**config.mk**
```make
export PLATFORM = sky130hd
export DESIGN_NAME = byte_ring_buffer_core
export DESIGN_NICKNAME = d
export VERILOG_FILES = /design/src/sv/brb_pkg.sv /design/src/sv/brb_front.sv /design/src/sv/brb_back.sv /design/src/sv/byte_ring_buffer_core.sv
export SDC_FILE = /design/constraint.sdc
export NUM_CORES = 1
export LEC_CHECK = 0
export ABC_AREA = 1
export BUFFER_PORTS_ARGS = -buffer_cell sky130_fd_sc_hd__buf_4
export CAP_MARGIN = 20
export CORE_ASPECT_RATIO = 0.8
export CORE_MARGIN = 2
export CORE_UTILIZATION = 50
export CTS_CLUSTER_SIZE = 10
export DETAILED_ROUTE_END_ITERATION = 10
export GPL_TIMING_DRIVEN = 0
export HOLD_SLACK_MARGIN = 0.08
export PLACE_DENSITY_LB_ADDON = 0.1
export SLEW_MARGIN = 0
export SYNTH_ARGS = -nofsm -noshare
export SYNTH_HDL_FRONTEND = slang
export SYNTH_HIERARCHICAL = 1
export SYNTH_SLANG_ARGS = --single-unit
```
**constraint.sdc**
```tcl
create_clock -name clk -period 4.6 [get_ports clk]
set_input_delay 0.46 -clock clk [delete_from_list [all_inputs] [get_ports clk]]
set_output_delay 0.46 -clock clk [all_outputs]
set_load 0.1 [all_outputs]
```
**src/sv/brb_pkg.sv**
```systemverilog
`default_nettype none

package brb_pkg;

    // Width of counts, capacity and free space.
    localparam int CNT_W = 7;
    localparam int DATA_W = 8;

    // Depth of the command queue between the front and the back.
    localparam int QDEPTH = 2;

    localparam logic REQ_WRITE = 1'b0;
    localparam logic REQ_READ = 1'b1;

    typedef enum logic [1:0] {
        KIND_WRITE_DONE = 2'd0,
        KIND_READ_BYTE  = 2'd1,
        KIND_READ_NONE  = 2'd2
    } resp_kind_t;

    typedef struct packed {
        logic              req_type;
        logic [DATA_W-1:0] data_byte;
        logic              burst_last;
        logic [CNT_W-1:0]  read_count;
    } req_t;

    typedef struct packed {
        resp_kind_t        resp_kind;
        logic [DATA_W-1:0] read_data;
        logic [CNT_W-1:0]  byte_total;
        logic              run_last;
        logic [CNT_W-1:0]  free_space;
        logic              is_empty;
    } resp_t;

endpackage

`default_nettype wire

```
**src/sv/brb_front.sv**
```systemverilog
`default_nettype none

module brb_front (
    input  wire logic          clk,
    input  wire logic          rst_n,
    input  wire logic          start,
    input  wire brb_pkg::req_t req,
    output logic               busy,
    output logic               cmd_valid,
    output brb_pkg::req_t      cmd,
    input  wire logic          cmd_pop
);
    import brb_pkg::*;

    localparam int PW = (QDEPTH > 1) ? $clog2(QDEPTH) : 1;
    localparam int CW = $clog2(QDEPTH + 1);

    req_t            queue_reg [QDEPTH];
    logic [PW-1:0]   wr_ptr_reg, wr_ptr_next;
    logic [PW-1:0]   rd_ptr_reg, rd_ptr_next;
    logic [CW-1:0]   count_reg, count_next;
    logic            push;
    logic            pop;

    assign busy      = (count_reg == CW'(QDEPTH));
    assign cmd_valid = (count_reg != '0);
    assign cmd       = queue_reg[rd_ptr_reg];
    assign push      = start && !busy;
    assign pop       = cmd_pop && cmd_valid;

    always_comb
    begin
        wr_ptr_next = wr_ptr_reg;
        rd_ptr_next = rd_ptr_reg;
        count_next  = count_reg;
        if (push)
        begin
            wr_ptr_next = (wr_ptr_reg == PW'(QDEPTH - 1)) ? '0 : wr_ptr_reg + 1'b1;
        end
        if (pop)
        begin
            rd_ptr_next = (rd_ptr_reg == PW'(QDEPTH - 1)) ? '0 : rd_ptr_reg + 1'b1;
        end
        if (push && !pop)
        begin
            count_next = count_reg + 1'b1;
        end
        else if (pop && !push)
        begin
            count_next = count_reg - 1'b1;
        end
    end

    always_ff @(posedge clk or negedge rst_n)
    begin
        if (!rst_n)
        begin
            wr_ptr_reg <= '0;
            rd_ptr_reg <= '0;
            count_reg  <= '0;
        end
        else
        begin
            wr_ptr_reg <= wr_ptr_next;
            rd_ptr_reg <= rd_ptr_next;
            count_reg  <= count_next;
        end
    end

    always_ff @(posedge clk)
    begin
        if (push)
        begin
            queue_reg[wr_ptr_reg] <= req;
        end
    end

endmodule

`default_nettype wire

```
**src/sv/brb_back.sv**
```systemverilog
`default_nettype none

module brb_back #(
    parameter int DEPTH = 64
) (
    input  wire logic                       clk,
    input  wire logic                       rst_n,
    input  wire logic                       cfg_we,
    input  wire logic [brb_pkg::CNT_W-1:0]  cfg_data,
    input  wire logic                       cmd_valid,
    input  wire brb_pkg::req_t              cmd,
    output logic                            cmd_pop,
    output logic                            result_valid,
    output brb_pkg::resp_t                  result
);
    import brb_pkg::*;

    localparam int AW = $clog2(DEPTH);
    localparam int SUM_W = CNT_W + 1;
    localparam logic [CNT_W-1:0] DEPTH_C = CNT_W'(DEPTH);

    typedef enum logic [1:0] {
        ST_IDLE = 2'b01,
        ST_READ = 2'b10
    } state_t;

    state_t              state_reg, state_next;
    logic [AW-1:0]       rp_reg, rp_next;
    logic [CNT_W-1:0]    occ_reg, occ_next;
    logic [CNT_W-1:0]    burst_reg, burst_next;
    logic [CNT_W-1:0]    cap_reg, cap_next;
    logic [CNT_W-1:0]    remain_reg, remain_next;
    logic [CNT_W-1:0]    total_reg, total_next;

    logic                out_valid_reg, out_valid_next;
    resp_kind_t          out_kind_reg, out_kind_next;
    logic [CNT_W-1:0]    out_total_reg, out_total_next;
    logic                out_last_reg, out_last_next;
    logic [CNT_W-1:0]    out_free_reg, out_free_next;
    logic                out_empty_reg, out_empty_next;

    logic [DATA_W-1:0]   mem [DEPTH];
    logic [DATA_W-1:0]   rdata_reg;
    logic                mem_we;
    logic                mem_re;
    logic [AW-1:0]       mem_wa;

    logic [SUM_W-1:0]    wp_sum;
    logic [SUM_W-1:0]    wp_wrap;
    logic [CNT_W-1:0]    rp_plus;
    logic [CNT_W-1:0]    occ_dec;
    logic [CNT_W-1:0]    read_n;
    logic [CNT_W-1:0]    cfg_clamped;

    // Write slot is the one after the newest byte, folded into the ring.
    assign wp_sum  = SUM_W'(rp_reg) + SUM_W'(occ_reg);
    assign wp_wrap = (wp_sum >= SUM_W'(cap_reg)) ? (wp_sum - SUM_W'(cap_reg)) : wp_sum;
    assign mem_wa  = wp_wrap[AW-1:0];
    assign rp_plus = CNT_W'(rp_reg) + 1'b1;
    assign occ_dec = occ_reg - 1'b1;
    assign read_n  = (cmd.read_count < occ_reg) ? cmd.read_count : occ_reg;

    always_comb
    begin
        if (cfg_data == '0)
        begin
            cfg_clamped = CNT_W'(1);
        end
        else if (cfg_data > DEPTH_C)
        begin
            cfg_clamped = DEPTH_C;
        end
        else
        begin
            cfg_clamped = cfg_data;
        end
    end

    // A capacity write takes the idle cycle, so a waiting command stays queued.
    assign cmd_pop = (state_reg == ST_IDLE) && !cfg_we;

    always_comb
    begin
        state_next     = state_reg;
        rp_next        = rp_reg;
        occ_next       = occ_reg;
        burst_next     = burst_reg;
        cap_next       = cap_reg;
        remain_next    = remain_reg;
        total_next     = total_reg;
        out_valid_next = 1'b0;
        out_kind_next  = out_kind_reg;
        out_total_next = out_total_reg;
        out_last_next  = out_last_reg;
        out_free_next  = out_free_reg;
        out_empty_next = out_empty_reg;
        mem_we         = 1'b0;
        mem_re         = 1'b0;

        unique case (state_reg)
            ST_IDLE:
            begin
                if (cfg_we)
                begin
                    cap_next = cfg_clamped;
                    rp_next  = '0;
                    occ_next = '0;
                end
                else if (cmd_valid && cmd.req_type == REQ_WRITE)
                begin
                    if (occ_reg < cap_reg)
                    begin
                        mem_we   = 1'b1;
                        occ_next = occ_reg + 1'b1;
                        if (burst_reg != '1)
                        begin
                            burst_next = burst_reg + 1'b1;
                        end
                    end
                    if (cmd.burst_last)
                    begin
                        out_valid_next = 1'b1;
                        out_kind_next  = KIND_WRITE_DONE;
                        out_total_next = burst_next;
                        out_last_next  = 1'b1;
                        out_free_next  = cap_reg - occ_next;
                        out_empty_next = (occ_next == '0);
                        burst_next     = '0;
                    end
                end
                else if (cmd_valid)
                begin
                    if (read_n == '0)
                    begin
                        out_valid_next = 1'b1;
                        out_kind_next  = KIND_READ_NONE;
                        out_total_next = '0;
                        out_last_next  = 1'b1;
                        out_free_next  = cap_reg - occ_reg;
                        out_empty_next = (occ_reg == '0);
                    end
                    else
                    begin
                        remain_next = read_n;
                        total_next  = '0;
                        state_next  = ST_READ;
                    end
                end
            end
            ST_READ:
            begin
                // One byte leaves the ring per cycle; its data shows up in the next cycle
                // together with the status captured here.
                mem_re         = 1'b1;
                rp_next        = (rp_plus >= cap_reg) ? '0 : rp_plus[AW-1:0];
                occ_next       = occ_dec;
                total_next     = total_reg + 1'b1;
                remain_next    = remain_reg - 1'b1;
                out_valid_next = 1'b1;
                out_kind_next  = KIND_READ_BYTE;
                out_total_next = total_reg + 1'b1;
                out_last_next  = (remain_reg == CNT_W'(1));
                out_free_next  = cap_reg - occ_dec;
                out_empty_next = (occ_dec == '0);
                if (remain_reg == CNT_W'(1))
                begin
                    state_next = ST_IDLE;
                end
            end
            default:
            begin
                state_next = ST_IDLE;
            end
        endcase
    end

    always_ff @(posedge clk or negedge rst_n)
    begin
        if (!rst_n)
        begin
            state_reg     <= ST_IDLE;
            rp_reg        <= '0;
            occ_reg       <= '0;
            burst_reg     <= '0;
            cap_reg       <= DEPTH_C;
            remain_reg    <= '0;
            total_reg     <= '0;
            out_valid_reg <= 1'b0;
        end
        else
        begin
            state_reg     <= state_next;
            rp_reg        <= rp_next;
            occ_reg       <= occ_next;
            burst_reg     <= burst_next;
            cap_reg       <= cap_next;
            remain_reg    <= remain_next;
            total_reg     <= total_next;
            out_valid_reg <= out_valid_next;
        end
    end

    always_ff @(posedge clk)
    begin
        out_kind_reg  <= out_kind_next;
        out_total_reg <= out_total_next;
        out_last_reg  <= out_last_next;
        out_free_reg  <= out_free_next;
        out_empty_reg <= out_empty_next;
    end

    always_ff @(posedge clk)
    begin
        if (mem_we)
        begin
            mem[mem_wa] <= cmd.data_byte;
        end
        if (mem_re)
        begin
            rdata_reg <= mem[rp_reg];
        end
    end

    assign result_valid      = out_valid_reg;
    assign result.resp_kind  = out_kind_reg;
    assign result.read_data  = (out_kind_reg == KIND_READ_BYTE) ? rdata_reg : '0;
    assign result.byte_total = out_total_reg;
    assign result.run_last   = out_last_reg;
    assign result.free_space = out_free_reg;
    assign result.is_empty   = out_empty_reg;

endmodule

`default_nettype wire

```
**src/sv/byte_ring_buffer_core.sv**
```systemverilog
`default_nettype none

// Byte ring buffer with a programmable capacity.
// A command is taken on a rising edge with start high and busy low. A write
// command stores data_byte while there is room; the command with burst_last
// set produces one transfer on result with the count of stored bytes. A read
// command produces one transfer per byte, oldest first, with run_last on the
// final one, or a single empty-read transfer when nothing can be read.
// Each transfer is held on result for exactly one cycle with result_valid high;
// the receiver cannot stall it. Commands pass through a two-entry queue, so
// busy rises only when that queue is full.
// A taken command is registered in the queue, then popped by the back while idle,
// which registers a burst-done or empty-read result; a read first enters the read
// state, which registers each byte with its status. Write commands run at one per
// cycle while no read runs and cfg_we is low. A read holds the execution side until
// its final byte (one byte per cycle from the single memory read port).
// Writing cfg_data with cfg_we sets the capacity (0 acts as 1, values above
// DEPTH act as DEPTH) and empties the ring; write it only while idle.
// After reset the ring is empty and the capacity is DEPTH.
module byte_ring_buffer_core #(
    parameter int DEPTH = 64
) (
    input  wire logic                       clk,
    input  wire logic                       rst_n,
    input  wire logic                       start,
    input  wire brb_pkg::req_t              req,
    output logic                            busy,
    input  wire logic                       cfg_we,
    input  wire logic [brb_pkg::CNT_W-1:0]  cfg_data,
    output logic                            result_valid,
    output brb_pkg::resp_t                  result
);
    import brb_pkg::*;

    logic  cmd_valid;
    logic  cmd_pop;
    req_t  cmd;

    brb_front u_front (
        .clk       (clk),
        .rst_n     (rst_n),
        .start     (start),
        .req       (req),
        .busy      (busy),
        .cmd_valid (cmd_valid),
        .cmd       (cmd),
        .cmd_pop   (cmd_pop)
    );

    brb_back #(
        .DEPTH (DEPTH)
    ) u_back (
        .clk          (clk),
        .rst_n        (rst_n),
        .cfg_we       (cfg_we),
        .cfg_data     (cfg_data),
        .cmd_valid    (cmd_valid),
        .cmd          (cmd),
        .cmd_pop      (cmd_pop),
        .result_valid (result_valid),
        .result       (result)
    );

    // Only a read byte can be followed by more transfers of the same command.
    a_single_result: assert property (@(posedge clk) disable iff (!rst_n)
        result_valid && result.resp_kind != KIND_READ_BYTE |-> result.run_last)
        else $error("non-read result without run_last");

    // A read run continues in the next cycle with the count one higher.
    a_read_run: assert property (@(posedge clk) disable iff (!rst_n)
        result_valid && result.resp_kind == KIND_READ_BYTE && !result.run_last
        |=> result_valid && result.resp_kind == KIND_READ_BYTE
            && result.byte_total == $past(result.byte_total) + 1'b1)
        else $error("read run broken");

    // An empty ring always has at least one free slot.
    a_empty_free: assert property (@(posedge clk) disable iff (!rst_n)
        result_valid && result.is_empty |-> result.free_space != '0)
        else $error("empty ring reports no free space");

    // Only read-byte transfers carry data.
    a_data_zero: assert property (@(posedge clk) disable iff (!rst_n)
        result_valid && result.resp_kind != KIND_READ_BYTE |-> result.read_data == '0)
        else $error("data on a non-read result");

endmodule

`default_nettype wire

```
## Word-level counts from Yosys, hierarchy flattened

Memory sizes are Yosys's and may differ from the RTL's. A register that Yosys moved wholly into a read port is not among the register bits.
Index checks and enable logic that the tools add are counted.

| operators by class | value |
|---|---|
| $add $sub $neg | 15 |
| $lt $le $gt $ge | 5 |
| equality and inequality tests | 16 |
| mux-type cells | 83 |
| bitwise gates (word level) | 2 |
| reductions and logical operators | 25 |

Operators with widths:

| kind | number |
|---|---|
| $mux W7 | 30 |
| $pmux W7 S2 | 5 |
| $logic_not A7 Y1 | 5 |
| $mux W1 | 26 |
| $mux W2 | 12 |
| $add A7 B1 Y7 const B | 3 |
| $sub A7 B7 Y7 | 3 |
| $mux W6 | 3 |
| $reduce_and A5 Y1 | 3 |
| $lt A7 B7 Y1 | 2 |
| $sub A7 B1 Y7 const B | 2 |
| $pmux W6 S2 | 1 |
| $ne A3 B3 Y1 const B | 3 |
| $add A6 B7 Y8 | 1 |
| $ge A8 B7 Y1 | 1 |
| $mux W8 | 1 |
| $ne A2 B2 Y1 const B | 4 |
| $pmux W2 S2 | 2 |
| $add A6 B1 Y7 const B | 1 |
| $eq A7 B1 Y1 const B | 1 |
| $ge A7 B7 Y1 | 1 |
| $gt A7 B7 Y1 const B | 1 |
| $ne A7 B7 Y1 const B | 1 |
| $logic_and A1 B1 Y1 | 6 |
| 14 further kinds | 28 |

| storage, ports and cells | value |
|---|---|
| bits in registers | 66 |
| memory bits (writable) | 546 |
| input port bits | 28 |
| output and inout port bits | 28 |
| word-level logic and storage cells | 164 |
| memories | 2 |

Memories:

| memory | words | bits a word | read ports | clocked after Yosys merged registers in | write ports | line | source |
|---|---|---|---|---|---|---|---|
| u_back.mem | 64 | 8 | 1 | 1 | 1 | brb_back.sv:42 | `logic [DATA_W-1:0] mem [DEPTH];` |
| u_front.queue_reg | 2 | 17 | 1 | 0 | 1 | brb_front.sv:18 | `req_t queue_reg [QDEPTH];` |

## Longest topological paths before layout

An unclocked memory read counts as a cell.

| logic depth | value |
|---|---|
| word-level depth | 11 |
| gate-level depth with buffers | 22 |
| depth with buffers taken out | 21 |

## Cells and area by module

The synthesis kept the hierarchy.

By module, submodules not included:

| module | instances | cells each | area each (sq um) | sequential area each (sq um) |
|---|---|---|---|---|
| brb_back | 1 | 2324 | 26341.5 | 17259.1 |
| brb_front | 1 | 120 | 1605.3 | 1121.1 |

## Worst setup path before layout

OpenSTA, ideal clock, no wires.

| timing | value |
|---|---|
| kind | flip-flop to flip-flop |
| start | register u_back.occ_reg[0] |
| end | memory u_back.mem[32][0], enable pin |
| setup time | 370 ps |
| arrival time | 3135 ps |
| data required time | 4230 ps |
| path slack | 1094 ps |
| stages on the path, launching flop included | 15 |
| buffers on the path | 1 |
| period minus slack after synthesis | 3506 ps |
| cell sequence | dfrtp_1 > ha_1 > fa_1 > nand3_1 > nand2_1 > a21o_1 > a21oi_1 > xor2_1 > ha_1 > a21oi_1 > clkbuf_1 > nand4_1 > nand2_1 > nand3_2 > nor2_1 |

| between the ends | value |
|---|---|
| longest elaborated chain between the ends | 7 |
| elaborated cells between the ends (all ways) | 11 |
| classes of those cells | add/sub (2); order compare (2); mux (7) |

RTL lines:

| element | line | source |
|---|---|---|
| start: declaration | brb_back.sv:29 | `logic [CNT_W-1:0] occ_reg, occ_next;` |
| start signal: assignment | brb_back.sv:194 | `occ_reg <= occ_next;` |
| branches (longest 7 deep; another with $add A6 B7 Y8) | -- |  |
| end: declaration | brb_back.sv:42 |  |

Parallel ways; which one is timed is not known.

## Worst setup path in the final report

| timing | value |
|---|---|
| start | register u_back.occ_reg[0] |
| end | memory u_back.mem[0][1], enable pin |

Same word-level chain as after synthesis.

==> results.env <==
FINAL_LAYOUT_SIZE_SUFFIX_GT1_SHARE_PCT=13.1
HPWLAFTERDP_UM=59300
LARGEST_REGISTER_FF_COUNT=512
SYNTH_SEQ_AREA_SHARE_PCT=65.8
SYNTHESIS.AREA_UM2=27900
SYNTHESIS.NETS=2534
MAX_CAP_VIOL_COUNT=0
MIN_TO='u_back/cap_reg[5]'
CORE.ROWCOUNT=77
GRT_USE_MET2_PCT=39.4
DR_TOTAL_VIAS=19797
GRT_MOST_USED_LAYER='met1'
FLOORPLAN.INITIALDENSITY_PCT=50.6
CLOCK_SKEWS_NS=0.0155
PLACEDCELLCOUNT=3255
DESIGN.CORE.AREA_UM2=55200
CTSHTREEMAXLEVEL=3
SYN-MEAN-INSTANCE-AREA_UM2=11.4
R2R-START='u_back/occ_reg[0]'
FINALSETUPVIOLATIONS=8
DIE_HEIGHT_UM=215
HP-START='cfg_data[5]'
LEAKAGE_uW=0.0120
IO_PINS=56
LAYOUT-AREA-OVERHEAD-VS-SYNTH_PCT=14.4
MOST_COMMON_CELL_AFTER_LAYOUT_FILL_AND_TAPS_ASIDE='edfxtp_1'
CTS.PATH.MAX_BUFFERS=3
SYNTH_AREA_LEADER_CELL='edfxtp_1'
LAYOUT.CELLS.MOST_COMMON_LIST='edfxtp_1, nand2_1, nor2_1'
FINAL_NUMBER_OF_HOLD_VIOLATING_ENDPOINTS=0
TIMING.CRITICAL_PATH.REQUIRED_NS=4.84
GLOBALROUTE.TOTALOVERFLOW=0
ENDPOINT_KIND='register'
CLOCK_NETWORK_LATENCY_TO_THE_LATER_PIN_OF_THE_WORST_SKEW_PAIR_NS=0.61
SYNTH_ASYNC_SR_FLOP_SHARE_PCT=7.74
CRITPATHMAXFANOUT=10
SLEW_HEADROOM_PCT=28.5
WORST_HOLD_PATH.NUM_CELLS=3
ACHIEVABLE-FREQUENCY_GHz=0.217
CRIT_ARRIVAL_NS=4.85
WIRE_PER_INST_UM=25.0
COUNT_OF_INPUT_AND_OUTPUT_BUFFERS=55
POST_SYNTH_NUM_CELL_TYPES=55
CLOCK_TREE.ROOT_CELL='clkbuf_16'
RUN_STATUS='finished, violations left'
DRT-PASS1-ITER-COUNT=6
GRT_MAX_DEGREE=65
TERMINUS_OF_THE_CRITICAL_FLOP_TO_FLOP_PATH='u_back/mem[0][1]'
YOSYS_REGISTER_BITS=620
CTS_BUFS_INSERTED=73
YS_FLOP_TYPE='edfxtp_1'
CRIT_PATH_CELL_TRACE='ha_1 > fa_1 > nand3_1 > nand2_1 > a21o_1 > a21oi_1 > xor2_1 > ha_1 > a21oi_1 > clkbuf_1 > nand4_1 > nand2_1 > nand3_2 > nor2_2'
ANTENNA_FOUND_INITIAL=3
DIE_W_UM=268
MET1_USAGE_PCT=44.9
YOSYS-TOP-CELLS-AREA='edfxtp_1, nand2_1, dfrtp_1'
FINAL.FILL_COUNT=4521
WORST_IR_DROP_VDD_uV=668
WORSTREGTOREGCELLS=14
CRITPATHMAXSTAGEDELAY_NS=0.64
DRT_FIRST_ITER_VIOLATIONS=2432
LAYOUT.NETS=2690
FINAL-INSTANCE-COUNT-EXCL-FILL=3381
CLOCK-SINKS=620
VIAS_IN_THE_FIRST_GLOBAL_ROUTE=18521
FINAL_WORST_PATH_CYCLE_SHARE_PCT=100
GRT_FIRST_PASS_WIRELENGTH_UM=123000
REG2REG_SLACK_NS=-0.009
TRITONCTS_CLOCK_TREE='built'
SLOWEST_STAGE='nor2_2'
FIN_CRIT_NS=4.61
POST-ROUTE-DRC-COUNT=0
POST_SYNTH_INST_COUNT=2444
FINAL_MAX_SLEW_VIOL_COUNT=0
GRT_USE_TOTAL_PCT=29.7
ROUTE.DETAILED.VIAS_PER_INST=5.86
SETUP_SLACK_NS=-0.00903
ROUTE.FINAL.WIRE_LENGTH_UM=84700
WORST_SETUP_HOLD_PATH_CLK_SLEW_NS=0.06
KIND_OF_START_POINT_OF_THE_CRITICAL_PATH='register'
GP_CONGESTION=0.957
RSZ_0062_RAISED_AFTER_GLOBAL_ROUTING='true'
PWR_DENSITY_CELL_nW_PER_UM2=767
SYNTHESIS.YOSYS.WARNINGS=6
DRTANTENNAVIOLNETS=0
POWER_TOTAL_uW=24500
MAX_SLEW.WORST_PIN.SLEW_NS=1.07
GR_LAYER_USAGE_MET3_PCT=11.4
SETUP_TNS_NS=-0.0619
WORSTHOLDPATHTYPE='input pin to register'
FAILED_CHECKS='setup timing'
SYNTHDOMINANTCELLAREASHARE_PCT=61.5
NUMBER_OF_FLOPS_MAPPED_TO_ENABLE_CELLS_BY_YOSYS=572
CRIT_TYPE='register to register'
TOTAL_DIE_AREA_UM2=57800
==> synthesized netlist by cell type (6+ instances only) <==
| cell | n |
|---|---|
| a31oi_1 | 10 |
| buf_4 | 18 |
| clkbuf_1 | 54 |
| buf_2 | 32 |
| nor3_1 | 7 |
| edfxtp_1 | 572 |
| xor2_1 | 27 |
| mux2i_1 | 64 |
| nor2_2 | 10 |
| ha_1 | 57 |
| o21ai_0 | 177 |
| nand4_1 | 23 |
| nand3b_1 | 10 |
| or2_2 | 6 |
| o21ai_1 | 28 |
| o22ai_1 | 72 |
| nand2_4 | 14 |
| nand3_2 | 11 |
| o211ai_1 | 49 |
| inv_2 | 8 |
| nor2_1 | 256 |
| nand3_1 | 74 |
| inv_1 | 110 |
| nand2_2 | 23 |
| xnor2_1 | 7 |
| nand2_1 | 513 |
| a21oi_1 | 115 |
| dfrtp_1 | 46 |
==> power by group <==
group          total (uW)  switching, uW  internal, uW
logic               11600           8720          2910
clock network        5220           2180          3040
registers            7660            307          7350
total               24500          11200         13300
==> cells by family after synthesis <==
kind of cell	after synthesis	share of synthesized area (%)
xor gates and xnor gates	34	1.07
DFF	620	65.8
and+or+nand+nor	959	14.8
adders and majority gates	62	2.91
buffers and inverters	239	3.81
AOI/OAI and AO/OA	466	9.35
muxes	64	2.29
==> per-layer routing <==
metal / wire length [um] / vias up
li1: - / 8983
met1: 38100 / 9728
met2: 33800 / 952
met3: 10600 / 126
met4: 1860 / 8
met5: 192 / -
==> what timing repair did <==
item	in CTS	in global routing
hold buffers	20	0
setup endpoints to repair	0	512
setup buffers	0	0
hold endpoints to repair	82	0
gates resized for setup	0	77
==> worst max path at each step <==
stage                 startpoint                 to  slack (ns)  cells past startpoint
6_report       u_back/occ_reg[0]   u_back/mem[0][1]      -0.009                     14
5_1_grt        u_back/occ_reg[0]  u_back/mem[40][3]       -0.25                     14
4_1_cts        u_back/occ_reg[0]  u_back/mem[41][6]        0.11                     14
3_5_place_dp   u_back/occ_reg[0]  u_back/mem[11][6]        0.10                     14
3_3_place_gp   u_back/occ_reg[0]  u_back/mem[41][3]        0.22                     15
2_1_floorplan  u_back/occ_reg[0]  u_back/mem[32][0]        1.09                     14
==> stage by stage <==
stage | area [um^2] | utilization [%] | setup slack, ns | hold slack [ns]
after CTS | 31700 | 57.5 | 0.112 | 0.0860
after global placement | 29300 | 53.1 | 0.223 | 0.460
after detailed placement | 29400 | 53.3 | 0.100 | 0.467
final | 32000 | 57.9 | -0.00903 | 0.114
after global routing | 32000 | 57.9 | -0.249 | 0.0891
after floorplan | 27900 | - | 1.09 | 0.164
==> worst max-delay path: cells and delay by family, from the launching register on <==
family / cells / cell delay [ns]
flip-flops: 1 / 0.57
AO/OA/AOI/OAI: 3 / 0.57
buffers and inverters: 1 / 0.39
XOR/XNOR: 1 / 0.09
adder cells (fa/ha/maj): 3 / 0.92
AND/OR/NAND/NOR: 6 / 1.68
==> layout make-up <==
type / count / area (um^2) / area share, %
repair buffers: 81 / 716 / 2.24
plain buffers: 115 / 591 / 1.85
diodes: 1 / 2.50 / 0.00783
flip-flops and latches: 620 / 18400 / 57.5
multi-input cells: 1585 / 8780 / 27.5
clock buffers: 95 / 1970 / 6.17
inverters: 124 / 473 / 1.48
well taps: 750 / 938 / 2.94
clock inverters: 10 / 111 / 0.348
Power figures use the tool's default switching activity.
